## src/rtl/core/spdinv_pkg.sv

```systemverilog
// spdinv_pkg: shared types and constants of the spd matrix inverse unit
// fsm states, datapath command and status structs, operand selects
// no dependencies
`timescale 1ns / 1ps

package spdinv_pkg;

    localparam int DATA_W = 32;
    localparam int IDX_W  = 3;
    localparam int SIZE_W = 4;
    localparam int SLOT_W = 6;
    localparam int SLOTS  = 64;

    typedef enum logic [4:0] {
        ST_IDLE,
        ST_F_START, ST_F_RD, ST_F_MUL, ST_F_ACC, ST_F_DEN, ST_F_NUM, ST_F_CHK, ST_F_WAIT,
        ST_V_START, ST_V_RD, ST_V_MUL, ST_V_ACC, ST_V_DEN, ST_V_NUM, ST_V_CHK, ST_V_WAIT,
        ST_O_START, ST_O_RD, ST_O_MUL, ST_O_ACC, ST_O_EMIT
    } state_t;

    // multiplier operand pairs
    typedef enum logic [1:0] {
        MUL_LL,     // factor x factor
        MUL_LI,     // factor x inverse factor
        MUL_II      // inverse factor x inverse factor
    } mul_sel_t;

    // numerator source for the divide / root unit
    typedef enum logic [1:0] {
        NUM_DIFF,   // loaded element minus accumulator
        NUM_ACC,    // accumulator
        NUM_ONE     // fixed-point one
    } num_sel_t;

    typedef struct packed {
        logic               load_we;
        logic               acc_clr;
        logic               mul_en;
        mul_sel_t           mul_sel;
        logic               acc_add;
        logic               acc_sub;
        logic               num_en;
        num_sel_t           num_sel;
        logic               sqrt_start;
        logic               div_start;
        logic               l_we;
        logic               linv_we;
        logic               out_load;
        logic [IDX_W-1:0]   out_row;
        logic [IDX_W-1:0]   out_col;
        logic               out_last;
        logic               out_err;
    } dp_cmd_t;

    typedef struct packed {
        logic unit_busy;
        logic num_nonpos;
        logic out_full;
    } dp_stat_t;

endpackage

```

## src/rtl/core/spdinv_ctrl.sv

```systemverilog
// spdinv_ctrl: sequencer for loading, cholesky factoring, forward substitution and
// the product pass, loop counters and memory addresses
// depends on spdinv_pkg
`timescale 1ns / 1ps

module spdinv_ctrl #(
    parameter int MAX_DIM = 8,
    parameter int LA_W    = 6
) (
    input  logic                              aclk,
    input  logic                              aresetn,
    input  logic                              s_tvalid,
    input  logic                              s_tlast,
    output logic                              s_tready,
    input  logic [spdinv_pkg::SIZE_W-1:0]     matrix_size,
    output spdinv_pkg::dp_cmd_t               cmd,
    input  spdinv_pkg::dp_stat_t              stat,
    output logic [spdinv_pkg::SLOT_W-1:0]     in_addr,
    output logic [LA_W-1:0]                   la_addr,
    output logic [LA_W-1:0]                   lb_addr,
    output logic [LA_W-1:0]                   ia_addr,
    output logic [LA_W-1:0]                   ib_addr,
    output logic [LA_W-1:0]                   w_addr
);

    spdinv_pkg::state_t state_reg, state_next;

    logic [2:0] i_reg, i_next;
    logic [2:0] j_reg, j_next;
    logic [2:0] k_reg, k_next;
    logic [3:0] n_reg, n_next;
    logic [5:0] pos_reg, pos_next;
    logic       err_reg, err_next;
    logic [3:0] eff_size;
    logic [2:0] nm1;
    logic [2:0] kmax;
    logic       diag;

    function automatic logic [LA_W-1:0] rc(input logic [2:0] r, input logic [2:0] c);
        return LA_W'(32'(r) * MAX_DIM + 32'(c));
    endfunction

    // size register clamped into one to the largest dimension
    always_comb begin
        if (matrix_size == 4'd0) begin
            eff_size = 4'd1;
        end else if (matrix_size > 4'(MAX_DIM)) begin
            eff_size = 4'(MAX_DIM);
        end else begin
            eff_size = matrix_size;
        end
    end

    assign nm1  = 3'(n_reg - 4'd1);
    assign kmax = (i_reg > j_reg) ? i_reg : j_reg;
    assign diag = (i_reg == j_reg);

    // next state and loop counters
    always_comb begin
        state_next = state_reg;
        i_next     = i_reg;
        j_next     = j_reg;
        k_next     = k_reg;
        n_next     = n_reg;
        pos_next   = pos_reg;
        err_next   = err_reg;
        case (state_reg)
            spdinv_pkg::ST_IDLE: begin
                if (s_tvalid) begin
                    pos_next = pos_reg + 6'd1;
                    if (s_tlast) begin
                        pos_next   = '0;
                        n_next     = eff_size;
                        i_next     = '0;
                        j_next     = '0;
                        err_next   = 1'b0;
                        state_next = spdinv_pkg::ST_F_START;
                    end
                end
            end
            spdinv_pkg::ST_F_START: begin
                k_next     = '0;
                state_next = (j_reg == 3'd0) ? spdinv_pkg::ST_F_DEN : spdinv_pkg::ST_F_RD;
            end
            spdinv_pkg::ST_F_RD:  state_next = spdinv_pkg::ST_F_MUL;
            spdinv_pkg::ST_F_MUL: state_next = spdinv_pkg::ST_F_ACC;
            spdinv_pkg::ST_F_ACC: begin
                k_next     = k_reg + 3'd1;
                state_next = ({1'b0, k_reg} + 4'd1 < {1'b0, j_reg}) ?
                             spdinv_pkg::ST_F_RD : spdinv_pkg::ST_F_DEN;
            end
            spdinv_pkg::ST_F_DEN: state_next = spdinv_pkg::ST_F_NUM;
            spdinv_pkg::ST_F_NUM: state_next = spdinv_pkg::ST_F_CHK;
            spdinv_pkg::ST_F_CHK: begin
                if (diag && stat.num_nonpos) begin
                    err_next   = 1'b1;
                    i_next     = '0;
                    j_next     = '0;
                    state_next = spdinv_pkg::ST_O_START;
                end else begin
                    state_next = spdinv_pkg::ST_F_WAIT;
                end
            end
            spdinv_pkg::ST_F_WAIT: begin
                if (!stat.unit_busy) begin
                    if (j_reg < i_reg) begin
                        j_next     = j_reg + 3'd1;
                        state_next = spdinv_pkg::ST_F_START;
                    end else if (i_reg < nm1) begin
                        i_next     = i_reg + 3'd1;
                        j_next     = '0;
                        state_next = spdinv_pkg::ST_F_START;
                    end else begin
                        i_next     = '0;
                        j_next     = '0;
                        state_next = spdinv_pkg::ST_V_START;
                    end
                end
            end
            spdinv_pkg::ST_V_START: begin
                k_next     = i_reg;
                state_next = (i_reg < j_reg) ? spdinv_pkg::ST_V_RD : spdinv_pkg::ST_V_DEN;
            end
            spdinv_pkg::ST_V_RD:  state_next = spdinv_pkg::ST_V_MUL;
            spdinv_pkg::ST_V_MUL: state_next = spdinv_pkg::ST_V_ACC;
            spdinv_pkg::ST_V_ACC: begin
                k_next     = k_reg + 3'd1;
                state_next = ({1'b0, k_reg} + 4'd1 < {1'b0, j_reg}) ?
                             spdinv_pkg::ST_V_RD : spdinv_pkg::ST_V_DEN;
            end
            spdinv_pkg::ST_V_DEN: state_next = spdinv_pkg::ST_V_NUM;
            spdinv_pkg::ST_V_NUM: state_next = spdinv_pkg::ST_V_CHK;
            spdinv_pkg::ST_V_CHK: state_next = spdinv_pkg::ST_V_WAIT;
            spdinv_pkg::ST_V_WAIT: begin
                if (!stat.unit_busy) begin
                    if (j_reg < nm1) begin
                        j_next     = j_reg + 3'd1;
                        state_next = spdinv_pkg::ST_V_START;
                    end else if (i_reg < nm1) begin
                        i_next     = i_reg + 3'd1;
                        j_next     = i_reg + 3'd1;
                        state_next = spdinv_pkg::ST_V_START;
                    end else begin
                        i_next     = '0;
                        j_next     = '0;
                        state_next = spdinv_pkg::ST_O_START;
                    end
                end
            end
            spdinv_pkg::ST_O_START: begin
                k_next     = kmax;
                state_next = err_reg ? spdinv_pkg::ST_O_EMIT : spdinv_pkg::ST_O_RD;
            end
            spdinv_pkg::ST_O_RD:  state_next = spdinv_pkg::ST_O_MUL;
            spdinv_pkg::ST_O_MUL: state_next = spdinv_pkg::ST_O_ACC;
            spdinv_pkg::ST_O_ACC: begin
                k_next     = k_reg + 3'd1;
                state_next = (k_reg < nm1) ? spdinv_pkg::ST_O_RD : spdinv_pkg::ST_O_EMIT;
            end
            spdinv_pkg::ST_O_EMIT: begin
                if (!stat.out_full) begin
                    if (j_reg < nm1) begin
                        j_next     = j_reg + 3'd1;
                        state_next = spdinv_pkg::ST_O_START;
                    end else if (i_reg < nm1) begin
                        i_next     = i_reg + 3'd1;
                        j_next     = '0;
                        state_next = spdinv_pkg::ST_O_START;
                    end else begin
                        state_next = spdinv_pkg::ST_IDLE;
                    end
                end
            end
            default: state_next = spdinv_pkg::ST_IDLE;
        endcase
    end

    // datapath commands
    always_comb begin
        cmd          = '0;
        s_tready     = 1'b0;
        cmd.out_row  = i_reg;
        cmd.out_col  = j_reg;
        cmd.out_last = (i_reg == nm1) && (j_reg == nm1);
        cmd.out_err  = err_reg;
        case (state_reg)
            spdinv_pkg::ST_IDLE: begin
                s_tready    = 1'b1;
                cmd.load_we = s_tvalid;
            end
            spdinv_pkg::ST_F_START, spdinv_pkg::ST_V_START, spdinv_pkg::ST_O_START: begin
                cmd.acc_clr = 1'b1;
            end
            spdinv_pkg::ST_F_MUL: begin
                cmd.mul_en  = 1'b1;
                cmd.mul_sel = spdinv_pkg::MUL_LL;
            end
            spdinv_pkg::ST_V_MUL: begin
                cmd.mul_en  = 1'b1;
                cmd.mul_sel = spdinv_pkg::MUL_LI;
            end
            spdinv_pkg::ST_O_MUL: begin
                cmd.mul_en  = 1'b1;
                cmd.mul_sel = spdinv_pkg::MUL_II;
            end
            spdinv_pkg::ST_F_ACC, spdinv_pkg::ST_O_ACC: cmd.acc_add = 1'b1;
            spdinv_pkg::ST_V_ACC: cmd.acc_sub = 1'b1;
            spdinv_pkg::ST_F_NUM: begin
                cmd.num_en  = 1'b1;
                cmd.num_sel = spdinv_pkg::NUM_DIFF;
            end
            spdinv_pkg::ST_V_NUM: begin
                cmd.num_en  = 1'b1;
                cmd.num_sel = diag ? spdinv_pkg::NUM_ONE : spdinv_pkg::NUM_ACC;
            end
            spdinv_pkg::ST_F_CHK: begin
                cmd.sqrt_start = diag && !stat.num_nonpos;
                cmd.div_start  = !diag;
            end
            spdinv_pkg::ST_V_CHK:  cmd.div_start = 1'b1;
            spdinv_pkg::ST_F_WAIT: cmd.l_we      = !stat.unit_busy;
            spdinv_pkg::ST_V_WAIT: cmd.linv_we   = !stat.unit_busy;
            spdinv_pkg::ST_O_EMIT: cmd.out_load  = !stat.out_full;
            default: begin
                cmd = '0;
            end
        endcase
    end

    // memory addresses
    always_comb begin
        in_addr = (state_reg == spdinv_pkg::ST_IDLE) ? pos_reg :
                  ({3'b0, i_reg} * {2'b0, n_reg} + {3'b0, j_reg});
        lb_addr = rc(j_reg, k_reg);
        ia_addr = rc(k_reg, i_reg);
        ib_addr = rc(k_reg, j_reg);
        case (state_reg)
            spdinv_pkg::ST_F_RD: la_addr = rc(i_reg, k_reg);
            spdinv_pkg::ST_V_RD: la_addr = rc(j_reg, k_reg);
            default:             la_addr = rc(j_reg, j_reg);
        endcase
        case (state_reg)
            spdinv_pkg::ST_V_WAIT: w_addr = rc(j_reg, i_reg);
            default:               w_addr = rc(i_reg, j_reg);
        endcase
    end

    always_ff @(posedge aclk) begin
        if (!aresetn) begin
            state_reg <= spdinv_pkg::ST_IDLE;
            pos_reg   <= '0;
            err_reg   <= 1'b0;
            n_reg     <= 4'd1;
        end else begin
            state_reg <= state_next;
            pos_reg   <= pos_next;
            err_reg   <= err_next;
            n_reg     <= n_next;
        end
        i_reg <= i_next;
        j_reg <= j_next;
        k_reg <= k_next;
    end

    // a result is never loaded over one still waiting
    assert property (@(posedge aclk) disable iff (!aresetn)
        cmd.out_load |-> !stat.out_full)
        else $error("result loaded while output register full");

    // the shared unit is started only when free
    assert property (@(posedge aclk) disable iff (!aresetn)
        (cmd.div_start || cmd.sqrt_start) |-> !stat.unit_busy)
        else $error("divide / root unit started while busy");

    // a started operation shows busy in the next cycle
    assert property (@(posedge aclk) disable iff (!aresetn)
        (cmd.div_start || cmd.sqrt_start) |=> stat.unit_busy)
        else $error("divide / root unit did not start");

    // factor memories and the output register are never written while elements load
    assert property (@(posedge aclk) disable iff (!aresetn)
        cmd.load_we |-> !(cmd.l_we || cmd.linv_we || cmd.out_load))
        else $error("compute write during element load");

endmodule
```

## config.mk

```make
export PLATFORM = sky130hd
export DESIGN_NAME = spdinv_ctrl
export DESIGN_NICKNAME = d
export VERILOG_FILES = /design/src/rtl/core/spdinv_pkg.sv /design/src/rtl/core/spdinv_ctrl.sv
export SDC_FILE = /design/constraint.sdc
export NUM_CORES = 1
export LEC_CHECK = 0
export BUFFER_PORTS_ARGS = -buffer_cell sky130_fd_sc_hd__buf_2
export CORE_ASPECT_RATIO = 0.6
export CORE_UTILIZATION = 45
export CTS_BUF_LIST = sky130_fd_sc_hd__clkbuf_4
export DETAILED_ROUTE_END_ITERATION = 6
export GPL_TIMING_DRIVEN = 0
export PLACE_DENSITY_LB_ADDON = 0.1
export SLEW_MARGIN = 0
export SYNTH_ARGS = -nofsm -noshare
export SYNTH_HDL_FRONTEND = slang
export SYNTH_SLANG_ARGS = --single-unit
export TNS_END_PERCENT = 100
```

## constraint.sdc

```tcl
create_clock -name aclk -period 4.9 [get_ports aclk]
set_input_delay 0.49 -clock aclk [delete_from_list [all_inputs] [get_ports aclk]]
set_output_delay 0.49 -clock aclk [all_outputs]
set_load 0.02 [all_outputs]
```

Word level (Yosys, flattened, before mapping). Cells that the tools add are included.

Order comparisons: 8. Divide/modulo/power cells: 0. Mux-type cells: 65. Equal/unequal tests: 35. Bitwise operators: 0. Add/subtract/negate cells: 14. Reductions and logical operators: 23. Multipliers: 1. Shifts and indexed selects: 0.

Operator list (count): $pmux 5 s22 (1); $mux 3 (25); $mux 5 (10); $add 6x3->6 (8); $eq 5x4->1 const B (8); $eq 5x5->1 const B (6); $pmux 3 s5 (2); $eq 5x3->1 const B (4); $ne 2x2->1 const B (10); $mux 6 (3); $reduce_or 17->1 (1); $mux 4 (4); $lt 3x3->1 (5); $mux 1 (12); $pmux 3 s4 (1); $pmux 6 s2 (1); $reduce_and 11->1 (1); $eq 5x2->1 const B (2); $add 3x1->3 const B (3); $eq 3x3->1 (3); $pmux 3 s3 (1); $mux 8 (1); $reduce_and 8->1 (1); $add 6x1->6 const B (1); 25 further kinds (32).

Word-level logic and storage cells: 153. Register bits after elaboration: 25. Output and inout bits: 60. Bits of input ports: 11. RAM bits: 0. Bits in latches: 0. Memories: 0. ROM bits: 0.

Longest topological paths before layout.
Word-level depth: 6. Depth in mapped cells: 13.

Worst setup path after synthesis. No wires, ideal clock.

Kind: flip-flop to output port. From: register i_reg[2]. To: output in_addr[5] (netlist name). Cell stages (with the launch flop): 13. Data required time: 4.410 ns. Path slack: 1.040 ns. Buffers on the path: 1. Data arrival time: 3.370 ns. Path through: edfxtp_1 clkbuf_1 nand2_1 fa_1 inv_1 fa_1 inv_1 fa_1 inv_1 a21o_1 a21oi_1 xnor2_1 o21ai_0.

Longest elaborated chain between the ends: 3.

Ends and longest elaborated chain: start: declaration (RTL line spdinv_ctrl.sv:28) `logic [2:0] i_reg, i_next;`; start signal: assignment (RTL line spdinv_ctrl.sv:260) `i_reg <= i_next;`; $mul 3x4->6 (RTL line spdinv_ctrl.sv:233) `({3'b0, i_reg} * {2'b0, n_reg} + {3'b0, j_reg});`; $add 6x3->6 (RTL line spdinv_ctrl.sv:233); $mux 6 (RTL line spdinv_ctrl.sv:232) `in_addr = (state_reg == spdinv_pkg::ST_IDLE) ? pos_reg :`; end: declaration (RTL line spdinv_ctrl.sv:18) `output logic [spdinv_pkg::SLOT_W-1:0] in_addr,`.

No other way between the ends.

Final worst setup path. Same ends and word-level chain as after synthesis.

==> impl_metrics.json <==
{
  "synth_seq_cells": 25,
  "finClkSkew_ns": 0.00943,
  "finalSetupViolations": 0,
  "grt_pass1_wl_um": 13500,
  "clk_pin_slew_worst_paths_ns": 0.16,
  "cts.htree.levels": 1,
  "timing.critical_path.slowest_stage_cell": "fa_1",
  "utilization_pct": 56.9,
  "num_vias": 2958,
  "rsz0062_at_grt": "no",
  "cts_inserted_buffers": 3,
  "slowest_delay_ns": 0.57,
  "drtIter0Drc": 248,
  "min_to": "n_reg[3]",
  "cap_violations": 0,
  "vdd.ir_drop.worst_mv": 0.302,
  "largest_register_ffs": 6,
  "cts_max_path_buffers": 2,
  "yosys_warnings": 0,
  "ios": 71,
  "yosysMostFrequentCell": "nand2_1",
  "drcViolationCount": 0,
  "syn_nets": 411,
  "first_global_vias": 2599,
  "die_y_um": 63.2,
  "final_nets": 486,
  "yosysUniqueCellTypes": 66,
  "yosys-top-cells-count": "nand2_1 (55), nor2_1 (45), ha_1 (24)",
  "grt_max_degree": 17,
  "gr-total-overflow": 0,
  "multi_input_area_um2": 1970,
  "die_x_um": 104,
  "crit_required_ns": 4.41,
  "worstPathArrival_ns": 3.88,
  "drive_gt1_share_pct": 23.8,
  "start_util_pct": 48.5,
  "gp_congestion": 0.932,
  "fin_ws_ns": 0.532,
  "worstMarginPinSlew_ns": 0.830,
  "synthArstFlopShare_pct": 0,
  "hpwl_um": 6710,
  "cellPowerDensity_nw_per_um2": 663,
  "hold_start": "matrix_size[3]",
  "criticalPathCategory": "flop to output pin",
  "grt_util_met3_pct": 4.14,
  "firstDrtPassIters": 5,
  "drt-total-wl_um": 8390,
  "yosys-top-cells-area": "dfxtp_1 (11%), ha_1 (11%), edfxtp_1 (9.6%), nand2_1 (7.4%), nor2_1 (6.0%)",
  "via_per_inst": 5.62,
  "clk-insertion-delay-late_ns": 0.34,
  "drv_slew": 0,
  "reg2regPathDepth": 7,
  "clkSinkCount": 25,
  "diodes": 0,
  "synth_largest_area_cell": "dfxtp_1",
  "fillers": 573,
  "met2_usage_pct": 35.4,
  "cp_max_fo": 10,
  "syn_avg_cell_area_um2": 7.54,
  "cts_tree": "yes",
  "fin_tns_setup_ns": 0,
  "hp-class": "primary input to flop",
  "min_period_over_period_pct": 89.1,
  "core-area_um2": 5780,
  "busiest_layer": "met1",
  "worstReg2RegStart": "j_reg[2]",
  "root_buffer": "clkbuf_4",
  "dpl_worst_slack_ns": 0.957,
  "num_rows": 21,
  "synth_area_um2": 2810,
  "hold_buffers": 0,
  "synthFlopType": "dfxtp_1",
  "syn_to_final_growth_pct": 17.2,
  "antenna_found_initial": 0,
  "cts_setup_buffers": 0,
  "cp-start-kind": "flop",
  "finalHoldViolations": 0,
  "crit_chain": "clkbuf_1, nand2_1, fa_1, inv_1, fa_1, inv_1, fa_1, inv_1, a21o_1, a21oi_1, xnor2_1, o21ai_0, buf_2",
  "worst_setup_path_end_kind": "output pin",
  "worstHoldPathCells": 3,
  "synth.top_cell.area_share_pct": 11.4,
  "timing.rr.end": "i_reg[1]",
  "leakage_uw": 0.00158,
  "grt_use_met1_pct": 41.4,
  "die-area_um2": 6570,
  "numPortBuffers": 70,
  "synthCells": 372,
  "drtAntennaViolNets": 0,
  "clock.fmax_mhz": 229,
  "slew_headroom_pct": 44.2,
  "ff_latch_area_um2": 591,
  "layout_min_cycle_time_ns": 4.37,
  "reg2reg_slack_ns": 2.16,
  "status": "complete, no violations",
  "seq_area_frac_synth_pct": 21.0,
  "track_usage_pct": 25.8,
  "cts.repair.resized": 0,
  "synth_edf_count": 9,
  "routedWlPerCell_um": 15.9
}
worst max-delay path: cells and delay by family (launching register included):
family	cells	cell delay (ns)
fa+ha+maj	3	1.58
buf+inv	5	0.78
flops	1	0.56
compound gates	3	0.31
simple gates	1	0.16
xor+xnor	1	0.12
final cells by class:
| type | instances | share of cell area (%) |
|---|---|---|
| inverters | 22 | 2.66 |
| multi-input cells | 298 | 59.9 |
| flip-flops and latches | 25 | 18.0 |
| clock inverters | 1 | 0.266 |
| clock buffers | 3 | 0.685 |
| plain buffers | 27 | 4.83 |
| repair buffers | 70 | 10.7 |
| well taps | 80 | 3.04 |
worst max path at each step:
stage	start	end	cells past startpoint
6_report	i_reg[2]	in_addr[5]	13
3_5_place_dp	i_reg[2]	in_addr[5]	13
4_1_cts	i_reg[2]	in_addr[5]	13
3_3_place_gp	i_reg[2]	in_addr[5]	13
5_1_grt	i_reg[2]	in_addr[5]	13
2_1_floorplan	i_reg[2]	in_addr[5]	12
cells in the final DEF, fill, tap and decap left out, types with 8 or more instances in the layout:
cell	count
o21ai_0	23
dfxtp_1	16
nor3_1	8
nor2_1	45
xor2_1	9
a21oi_1	14
buf_2	77
edfxtp_1	9
buf_4	11
inv_1	21
ha_1	24
nor2b_1	8
and2_1	11
nand2_1	55
metrics by stage:
stage | std cells | total power [uW] | hold WS, ns | area, um2
after floorplan | 372 | 1570 | 0.458 | 2810
after global placement | 522 | 2030 | 0.499 | 3260
after detailed placement | 522 | 2050 | 0.515 | 3260
after CTS | 526 | 2160 | 0.403 | 3290
after global routing | 526 | 2350 | 0.396 | 3290
final | 526 | 2180 | 0.403 | 3290
power by group:
| part | leakage (uW) | switching, uW | internal (uW) |
|---|---|---|---|
| Sequential | 0.000221 | 112 | 295 |
| Clock | 0.0000183 | 74.4 | 33.4 |
| Combinational | 0.00134 | 1070 | 595 |
| Total | 0.00158 | 1260 | 923 |
layer usage:
layer | wire length (um) | part of all wire [%]
met1 | 4420 | 53
met2 | 3100 | 37
met3 | 829 | 9.9
met4 | 46 | 0.55
met5 | 0 | 0
logic make-up after synthesis:
kind of cell | after synthesis | share of synthesized area (%)
and+or+nand+nor | 167 | 29.6
muxes | 2 | 0.713
buffers and inverters | 49 | 8.78
adders and majority gates | 29 | 13.9
DFF | 25 | 21.0
xor gates and xnor gates | 17 | 5.57
AOI/OAI and AO/OA | 83 | 20.4
Note: power is estimated with default switching activity, not from simulation.
